<file path="config.mk">
export PLATFORM = sky130hd
export DESIGN_NAME = tape_mark_width_decoder
export DESIGN_NICKNAME = d
export VERILOG_FILES = /design/src/rtl/tmwd_pkg.sv /design/src/rtl/tape_mark_width_decoder.sv /design/src/rtl/tmwd_in_reg.sv /design/src/rtl/tmwd_core.sv /design/src/rtl/tmwd_out_reg.sv
export SDC_FILE = /design/constraint.sdc
export NUM_CORES = 1
export LEC_CHECK = 0
export ABC_CLOCK_PERIOD_IN_PS = 10200
export BUFFER_PORTS_ARGS = -buffer_cell sky130_fd_sc_hd__buf_2
export CAP_MARGIN = 0
export CORE_MARGIN = 1
export CORE_UTILIZATION = 40
export CTS_BUF_LIST = sky130_fd_sc_hd__clkbuf_4 sky130_fd_sc_hd__clkbuf_8
export DETAILED_ROUTE_END_ITERATION = 6
export PLACE_DENSITY = 0.65
export RECOVER_POWER = 50
export SYNTH_ARGS = -nofsm -noshare
export SYNTH_HDL_FRONTEND = slang
export SYNTH_HIERARCHICAL = 1
export SYNTH_SLANG_ARGS = --single-unit
</file>
<file path="constraint.sdc">
create_clock -name i_clk -period 10.2 [get_ports i_clk]
set_input_delay 1.53 -clock i_clk [delete_from_list [all_inputs] [get_ports i_clk]]
set_output_delay 1.53 -clock i_clk [all_outputs]
set_load 0.03 [all_outputs]
</file>
<file path="src/rtl/tmwd_pkg.sv">
package tmwd_pkg;

    localparam int unsigned CountW   = 16;
    localparam int unsigned CodeW    = 2;
    localparam int unsigned InBytesW = 8;
    localparam int unsigned OutBytesW = 8;

    localparam logic [CountW-1:0] TimeoutReset = 16'd46079;

    typedef enum logic [CodeW-1:0] {
        CODE_RIGHT  = 2'd0,
        CODE_LEFT   = 2'd1,
        CODE_START  = 2'd2,
        CODE_FINISH = 2'd3
    } t_code;

    typedef enum logic [2:0] {
        PH_WAIT  = 3'd0,
        PH_BAR1  = 3'd1,
        PH_GAP   = 3'd2,
        PH_BAR2  = 3'd3,
        PH_TAIL1 = 3'd4,
        PH_TAIL2 = 3'd5
    } t_phase;

    typedef struct packed {
        logic  first_finish;
        logic  busy_res;
        t_code mark_code;
        logic  mark_valid;
    } t_result;

    // Wide bar: longer than 1.5 times the gap, sum kept in 17 bits.
    function automatic logic is_wide(input logic [CountW-1:0] bar,
                                     input logic [CountW-1:0] gap);
        logic [CountW:0] limit;
        limit = {1'b0, gap} + {2'b00, gap[CountW-1:1]};
        return {1'b0, bar} > limit;
    endfunction

endpackage

</file>
<file path="src/rtl/tape_mark_width_decoder.sv">
// Channel  | Direction | Handshake                   | Payload
// s_axis   | in        | s_axis_tvalid/s_axis_tready | tdata[0] edge_req
// m_axis   | out       | m_axis_tvalid/m_axis_tready | tdata[0] mark_valid, [2:1] mark_code,
//          |           |                             | [3] busy_res, [4] first_finish
// cfg      | in        | i_cfg_valid/o_cfg_ready     | i_cfg_data idle_timeout
//
// One request per clock while results are taken; a request passes the input register, then the result register.
// The decode and the counter update sit between the input register and the result register.
// Synchronous active-low reset clears the sequence state and sets idle_timeout to 46079.
// A stalled result holds the output register; the input register refills in the same cycle
// the result is taken, so s_axis_tready follows m_axis_tready.
// The configuration channel is always ready.
module tape_mark_width_decoder (
    input  logic                              i_clk,
    input  logic                              i_rst_n,
    input  logic                              s_axis_tvalid,
    output logic                              s_axis_tready,
    input  logic [tmwd_pkg::InBytesW-1:0]     s_axis_tdata,  // edge_req
    output logic                              m_axis_tvalid,
    input  logic                              m_axis_tready,
    // mark_valid, mark_code, busy_res, first_finish
    output logic [tmwd_pkg::OutBytesW-1:0]    m_axis_tdata,
    input  logic                              i_cfg_valid,
    output logic                              o_cfg_ready,
    input  logic [tmwd_pkg::CountW-1:0]       i_cfg_data
);

    logic              stage_valid;
    logic              stage_edge;
    logic              advance;
    tmwd_pkg::t_result core_result;
    tmwd_pkg::t_result out_result;

    assign o_cfg_ready = 1'b1;

    tmwd_in_reg u_in_reg (
        .i_clk     (i_clk),
        .i_rst_n   (i_rst_n),
        .i_valid   (s_axis_tvalid),
        .o_ready   (s_axis_tready),
        .i_edge    (s_axis_tdata[0]),
        .i_advance (advance),
        .o_valid   (stage_valid),
        .o_edge    (stage_edge)
    );

    tmwd_core u_core (
        .i_clk      (i_clk),
        .i_rst_n    (i_rst_n),
        .i_cfg_we   (i_cfg_valid),
        .i_cfg_data (i_cfg_data),
        .i_step     (advance),
        .i_edge     (stage_edge),
        .o_result   (core_result)
    );

    tmwd_out_reg u_out_reg (
        .i_clk     (i_clk),
        .i_rst_n   (i_rst_n),
        .i_valid   (stage_valid),
        .i_result  (core_result),
        .o_advance (advance),
        .o_valid   (m_axis_tvalid),
        .i_ready   (m_axis_tready),
        .o_result  (out_result)
    );

    assign m_axis_tdata = {
        {(tmwd_pkg::OutBytesW - $bits(tmwd_pkg::t_result)){1'b0}}, out_result
    };

endmodule

</file>
<file path="src/rtl/tmwd_in_reg.sv">
module tmwd_in_reg (
    input  logic i_clk,
    input  logic i_rst_n,
    input  logic i_valid,
    output logic o_ready,
    input  logic i_edge,
    input  logic i_advance,
    output logic o_valid,
    output logic o_edge
);

    logic r_valid;
    logic r_edge;

    assign o_ready = !r_valid || i_advance;
    assign o_valid = r_valid;
    assign o_edge  = r_edge;

    always_ff @(posedge i_clk) begin
        if (!i_rst_n) begin
            r_valid <= 1'b0;
        end else if (o_ready) begin
            r_valid <= i_valid;
        end
    end

    always_ff @(posedge i_clk) begin
        if (o_ready && i_valid) begin
            r_edge <= i_edge;
        end
    end

endmodule

</file>
<file path="src/rtl/tmwd_core.sv">
module tmwd_core (
    input  logic                           i_clk,
    input  logic                           i_rst_n,
    input  logic                           i_cfg_we,
    input  logic [tmwd_pkg::CountW-1:0]    i_cfg_data,
    input  logic                           i_step,
    input  logic                           i_edge,
    output tmwd_pkg::t_result              o_result
);

    logic [tmwd_pkg::CountW-1:0] r_timeout, n_timeout;
    logic [tmwd_pkg::CountW-1:0] r_tick, n_tick;
    logic [tmwd_pkg::CountW-1:0] r_first, n_first;
    logic [tmwd_pkg::CountW-1:0] r_gap, n_gap;
    tmwd_pkg::t_phase            r_phase, n_phase;
    logic                        r_busy, n_busy;
    logic                        r_fin_seen, n_fin_seen;
    logic                        cleared;
    logic                        wide1;
    logic                        wide2;
    tmwd_pkg::t_result           res;

    always_comb begin
        n_timeout  = i_cfg_we ? i_cfg_data : r_timeout;
        n_tick     = r_tick;
        n_first    = r_first;
        n_gap      = r_gap;
        n_phase    = r_phase;
        n_busy     = r_busy;
        n_fin_seen = r_fin_seen;
        cleared    = 1'b0;
        wide1      = tmwd_pkg::is_wide(r_first, r_gap);
        wide2      = tmwd_pkg::is_wide(r_tick, r_gap);
        res        = '0;
        res.mark_code = tmwd_pkg::CODE_RIGHT;

        if (i_edge) begin
            n_busy = 1'b1;
            case (r_phase)
                tmwd_pkg::PH_BAR1: begin
                    n_first = r_tick;
                    n_tick  = '0;
                    cleared = 1'b1;
                    n_phase = tmwd_pkg::PH_GAP;
                end
                tmwd_pkg::PH_GAP: begin
                    n_gap   = r_tick;
                    n_tick  = '0;
                    cleared = 1'b1;
                    n_phase = tmwd_pkg::PH_BAR2;
                end
                tmwd_pkg::PH_BAR2: begin
                    n_tick  = '0;
                    cleared = 1'b1;
                    if (wide1 || wide2) begin
                        n_phase        = tmwd_pkg::PH_WAIT;
                        res.mark_valid = 1'b1;
                        n_busy         = 1'b0;
                        if (wide1 && !wide2) begin
                            res.mark_code = tmwd_pkg::CODE_RIGHT;
                        end else if (!wide1 && wide2) begin
                            res.mark_code = tmwd_pkg::CODE_LEFT;
                        end else begin
                            res.mark_code = tmwd_pkg::CODE_START;
                        end
                    end else begin
                        n_phase = tmwd_pkg::PH_TAIL1;
                    end
                end
                tmwd_pkg::PH_TAIL1: begin
                    n_phase = tmwd_pkg::PH_TAIL2;
                end
                tmwd_pkg::PH_TAIL2: begin
                    n_phase          = tmwd_pkg::PH_WAIT;
                    res.mark_valid   = 1'b1;
                    res.mark_code    = tmwd_pkg::CODE_FINISH;
                    n_busy           = 1'b0;
                    res.first_finish = !r_fin_seen;
                    n_fin_seen       = 1'b1;
                end
                default: begin
                    // waiting for the first edge, unused codes act the same
                    n_tick  = '0;
                    cleared = 1'b1;
                    n_phase = tmwd_pkg::PH_BAR1;
                end
            endcase
        end

        // saturate the tick counter
        if (!cleared && (r_tick != '1)) begin
            n_tick = r_tick + 1'b1;
        end

        // abandon a stale sequence
        if (n_tick >= r_timeout) begin
            n_tick  = '0;
            n_phase = tmwd_pkg::PH_WAIT;
            n_busy  = 1'b0;
        end

        res.busy_res = n_busy;
    end

    assign o_result = res;

    always_ff @(posedge i_clk) begin
        if (!i_rst_n) begin
            r_timeout <= tmwd_pkg::TimeoutReset;
        end else begin
            r_timeout <= n_timeout;
        end
    end

    always_ff @(posedge i_clk) begin
        if (!i_rst_n) begin
            r_tick     <= '0;
            r_first    <= '0;
            r_gap      <= '0;
            r_phase    <= tmwd_pkg::PH_WAIT;
            r_busy     <= 1'b0;
            r_fin_seen <= 1'b0;
        end else if (i_step) begin
            r_tick     <= n_tick;
            r_first    <= n_first;
            r_gap      <= n_gap;
            r_phase    <= n_phase;
            r_busy     <= n_busy;
            r_fin_seen <= n_fin_seen;
        end
    end

endmodule

</file>
<file path="src/rtl/tmwd_out_reg.sv">
module tmwd_out_reg (
    input  logic              i_clk,
    input  logic              i_rst_n,
    input  logic              i_valid,
    input  tmwd_pkg::t_result i_result,
    output logic              o_advance,
    output logic              o_valid,
    input  logic              i_ready,
    output tmwd_pkg::t_result o_result
);

    logic              r_valid;
    tmwd_pkg::t_result r_result;

    // hold the result until the sink takes it
    assign o_advance = i_valid && (!r_valid || i_ready);
    assign o_valid   = r_valid;
    assign o_result  = r_result;

    always_ff @(posedge i_clk) begin
        if (!i_rst_n) begin
            r_valid <= 1'b0;
        end else if (!r_valid || i_ready) begin
            r_valid <= i_valid;
        end
    end

    always_ff @(posedge i_clk) begin
        if (o_advance) begin
            r_result <= i_result;
        end
    end

endmodule

</file>
* Word level (Yosys, flattened, before mapping)
Cells that the tools add are included.
Word-level totals: word-level logic and storage cells 64, register bits 77, output and inout port bits 11
Operators by class: multiplexer cells 18, reduce and logical (&&, ||, !) cells 21, order comparisons 3, equality and inequality tests 6, add/subtract/negate cells 2
Operators with widths (number):
- 16-bit two-way mux | 4
- 16-bit by 17-bit greater-than comparator with 1-bit output | 2
- 16-bit by 15-bit adder with 17-bit output | 1
- 16-bit by 1-bit adder with 16-bit output (second input constant) | 1
- 16-bit greater-or-equal comparator | 1
- 16-bit inequality test (second input constant) | 1
- 3-bit one-hot mux with 5 select lines | 1
- 3-bit two-way mux | 4
- 3-bit AND reduction | 3
- 3-bit by 2-bit == test with 1-bit output (second input constant) | 2
- 3-bit == test (second input constant) | 2
- 1-bit logical NOT | 6
- 3-bit one-hot mux with 2 select lines | 1
- 1-bit logical AND | 5
- 1-bit two-way mux | 5
- 2-bit two-way mux | 2
- 2-bit AND reduction | 2
- 3-bit by 1-bit == test with 1-bit output (second input constant) | 1
- 1-bit logical OR | 3
- 1-bit one-hot mux with 2 select lines | 1
- 2-bit nonzero test | 1
- 2-bit OR reduction | 1

* Logic depth before layout (Yosys ltp)
word-level depth 10, gate-level depth with buffers 20

* Hierarchy
Netlist, hierarchy kept.
Modules (own cells, without submodules):
- tmwd_core | area each 4968.5 um2, sequential area each 1381.3 um2, instances 1, cells an instance 612
- tmwd_out_reg | area each 197.7 um2, sequential area each 170.2 um2, instances 1, cells an instance 9
- tmwd_in_reg | area each 87.6 um2, sequential area each 50.0 um2, instances 1, cells an instance 6
- tape_mark_width_decoder | area each 37.5 um2, sequential area each 0.0 um2, instances 1, cells an instance 6

* Worst setup path after synthesis
Ideal clock, no wire load.
path kind input -> output, start point input port m_axis_tready, end point output port s_axis_tready, path slack 6.401 ns, data arrival time 2.269 ns, required time 8.670 ns, buffers on the path 0, stages on the path 3, path through nor2b_4 > nor2b_1 > nand2b_4
Between the ends: cells in the longest elaborated chain, start to end 3
Ends and longest elaborated chain:
- start: declaration | RTL line tape_mark_width_decoder.sv:20 | input logic m_axis_tready,
- 1-bit logical OR | RTL line tmwd_out_reg.sv:16 | assign o_advance = i_valid && (!r_valid || i_ready);
- 1-bit logical AND | RTL line tmwd_out_reg.sv:16
- via advance | RTL line tape_mark_width_decoder.sv:30 | logic advance;
- 1-bit logical OR | RTL line tmwd_in_reg.sv:15 | assign o_ready = !r_valid || i_advance;
- end: declaration | RTL line tape_mark_width_decoder.sv:17 | output logic s_axis_tready,
The timed path passes the listed nets, and every way through them passes these cells.

* Worst setup path in the final report
start point register u_core/r_gap[1] in the netlist's numbering, end point register u_out_reg.r_result, in the netlist u_out_reg/o_result[0], data pin
Between the ends: cells in the longest elaborated chain, start to end 5
Ends and longest elaborated chain:
- start: declaration | RTL line tmwd_core.sv:14 | logic [tmwd_pkg::CountW-1:0] r_gap, n_gap;
- start signal: assignment | RTL line tmwd_core.sv:126 | r_gap <= n_gap;
- 16-bit by 15-bit adder with 17-bit output * | RTL line tmwd_pkg.sv:37 | limit = {1'b0, gap} + {2'b00, gap[CountW-1:1]};
- 16-bit by 17-bit greater-than comparator with 1-bit output | RTL line tmwd_pkg.sv:38 | return {1'b0, bar} > limit;
- 1-bit logical OR * | RTL line tmwd_core.sv:55 | if (wide1 || wide2) begin
- 3-bit two-way mux * | RTL line tmwd_core.sv:55
- 3-bit one-hot mux with 2 select lines * | RTL line tmwd_core.sv:39 | case (r_phase)
- end signal: assignment | RTL line tmwd_out_reg.sv:30 | r_result <= i_result;
- end: declaration | RTL line tmwd_out_reg.sv:13 | tmwd_pkg::t_result r_result;
Mark *: on every way between the ends. The rest lies on a longest branch, timed or not. A chain may end at the register's enable or synchronous reset.

==> flow_summary.yaml <==
synthesis:
  synthCells: 633
  synthArstFlopShare: 0
  synth_area_um2: 5290
  ys_ff_latch: 77
  synth_warnings: 6
  synth_top_area_share: 0.269
  netlist_top_cells_count: "nand2_1, dfxtp_1, ha_1"
  synth_edf_count: 6
  synth.distinct_cells: 68
  avgSynthCellArea_um2: 8.36
  synthTopCellsByArea: "dfxtp_1, ha_1, nand2_1"
  synth.most_common_cell: "nand2_1"
  ys.flop_type: "dfxtp_1"
  synth_top_cell_by_area: "dfxtp_1"
  synth_seq_area_share: 0.303
setup_path:
  crit_family: "compound AO/OA/AOI/OAI gates"
  path_class: "reg -> reg"
  worst_r2r_path_depth: 18
  cpPeakStageDelay_ps: 430
  reg2reg_from: "u_core/r_gap[1]"
  crit_fanout: 4
  end_kind: "flip-flop"
  r2r_end: "u_out_reg/o_result[0]"
  slowest_stage: "dfxtp_1"
  path_buf_inv: 0
  worstSetupStartpointType: "flip-flop"
  required_ps: 10300
  r2r_slack_ps: 5700
  crit_top_cell: "a21oi_1"
  crit_chain: "ha_1, a21o_1, a21oi_1, nor2b_1, o21ai_0, a311oi_1, a211oi_1, o21bai_1, a21oi_1, xor2_1, ha_1, a21o_1, a211oi_1, o311ai_1, a31oi_1, nor4_4, a21oi_1, a21oi_1"
  cp.arrival_ps: 4600
  critPathLaunch: "u_core/r_gap[1]"
global_route:
  antenna_found_initial: 0
  grt_pass1_wl_um: 19800
  grt-ovfl-total: 0
  grtUsageTotal: 0.184
  grt_max_degree: 69
  grt_pass1_vias: 4285
placement:
  dp_slack_ps: 5780
  io_buffer_count: 28
  gp_congestion: 0.864
  hpwl_um: 8680
cts:
  cts_setup_buffers: 0
  cts_buffer_depth: 2
  cts.hold.buffers_added: 0
  clk_pin_slew_ps: 90
  clk_latency_ps: 350
  clkSinkCount: 77
  cts-resized-gates: 0
  cts_root_buf: "clkbuf_8"
  cts_max_level: 3
  cts_tree: "yes"
  numCtsBuffers: 9
layout:
  finalNetCount: 732
  antenna_cells: 0
  area_delta_synth_final_pct: 7.78
  drive_above_1_share: 0.0823
  post-route-util: 0.446
  fill_cells: 1265
power_and_ir_drop:
  peakVddDrop_mv: 0.0696
  p_sw_frac: 0.239
  switchingPower_uw: 148
  clockPowerShare: 0.412
  powerDensity_nw_per_um2: 109
  intPower_uw: 474
  p_comb_frac: 0.080
  p_leak_nw: 2.43
  p_seq_frac: 0.508
floorplanning:
  coreArea_um2: 12800
  dieHeight_um: 117
  start_util: 0.414
  dieWidth_um: 117
  std_cell_rows: 41
  dieArea_um2: 13700
  io_pins: 40
timing:
  setup_violations: 0
  worst_slack_ps: 5700
  relSlewSlack: -0.653
  hold_violations: 0
  setup_tns_ps: 0
  period_share: 0.441
  rsz0062_at_grt: "false"
  fmax_ghz: 0.222
  fin_skew_ps: 15.0
  finalCriticalPeriod_ps: 4500
  tightestPinTransition_ps: 2480
  final_max_slew_viol_count: 69
drt:
  dr.pass1.iters: 4
  drt_iter0_markers: 265
  drc: 0
  wire_per_inst_um: 14.5
  wirelength_um: 11800
  ant_nets: 0
  vias_per_cell: 5.40
  vias: 4404
run:
  maxCapViolations: 1
status:
  violations: "max-capacitance violations, max-slew violations"
  status: "finished, violations left"
worst_hold_path:
  hold_path_class: "reg -> reg"
  hp-start: "u_core/r_fin_seen"
  holdPathStages: 1
  min_to: "u_core/r_fin_seen"
## cells by family after synthesis
logic type,after synthesis,synth area share
AO/OA/AOI/OAI,168,0.227
XOR/XNOR,23,0.0381
adder cells (fa/ha/maj),64,0.153
buffers and inverters,67,0.0518
flip-flops,77,0.303
multiplexers,5,0.00970
other,2,0.00142
AND/OR/NAND/NOR,227,0.217
## worst max path at each step
stage	slack, ps	to	cells past startpoint
after global placement	5870	u_out_reg/o_result[0]	17
after CTS	5750	u_out_reg/o_result[0]	17
after floorplan	6400	s_axis_tready	3
final	5700	u_out_reg/o_result[0]	18
after detailed placement	5780	u_out_reg/o_result[0]	17
after global routing	5370	u_out_reg/o_result[0]	17
## placed cells by master, fill, tap and decap left out, drive strengths merged, types with 6 or more instances in the layout
cell type / instances
a211oi: 11
a21boi: 37
a21o: 14
a21oi: 24
a22o: 8
and2: 9
and3: 7
buf: 22
clkbuf: 20
dfxtp: 71
edfxtp: 6
ha: 63
inv: 29
nand2: 105
nand2b: 9
nand3: 19
nand4: 10
nor2: 24
nor2b: 16
nor3: 9
nor4: 6
o211ai: 13
o21a: 10
o21ai: 21
or3: 6
xnor2: 14
xor2: 9
## per-stage QoR
| stage | cells | power (mW) | area, µm² | hold WS [ps] |
|---|---|---|---|---|
| floorplan | 635 | 0.362 | 5300 | 442 |
| global placement | 800 | 0.372 | 5510 | 453 |
| detailed placement | 800 | 0.374 | 5510 | 454 |
| CTS | 816 | 0.629 | 5730 | 473 |
| global route | 816 | 0.651 | 5700 | 505 |
| finish | 816 | 0.622 | 5700 | 470 |
## registers in the layout, summed over array words and instances, names as in the netlist, 3 cells and up
name	count
u_core/r_first	16
u_core/r_timeout	16
u_core/r_tick	16
u_out_reg/o_result	5
u_core/r_phase	3
u_core/r_gap	16
## power by group through the flow
stage               combinational (mW)  clock [mW]  sequential [mW]
detailed placement              0.0504           0            0.323
floorplan                       0.0380           0            0.324
global placement                0.0491           0            0.323
finish                          0.0498       0.256            0.316
CTS                             0.0508       0.262            0.316
global route                    0.0560       0.278            0.317
## routing by layer
| layer | GRT usage | vias to the layer above | wire, µm |
|---|---|---|---|
| met5 | 0 | - | 0 |
| met4 | 0.0481 | 0 | 126 |
| met3 | 0.0314 | 9 | 325 |
| met2 | 0.316 | 82 | 5510 |
| met1 | 0.239 | 2064 | 5860 |
| li1 | - | 2249 | - |
## cell type report
type	count	area (µm²)	area share
multi-input combinational	491	3410	0.598
sequential	77	1600	0.281
tap	172	215	0.0377
timing repair buffer	31	149	0.0261
clock buffer	11	139	0.0244
inverter	29	109	0.0191
clock inverter	5	77.6	0.0136
## worst register-to-register path, delay by kind of cell, from the launching register on
kind            cells  cell delay, ps
xor+xnor            1             270
simple gates        2             160
flops               1             430
fa+ha+maj           2             580
compound gates     13            2830
(Power assumes the default switching activity.)
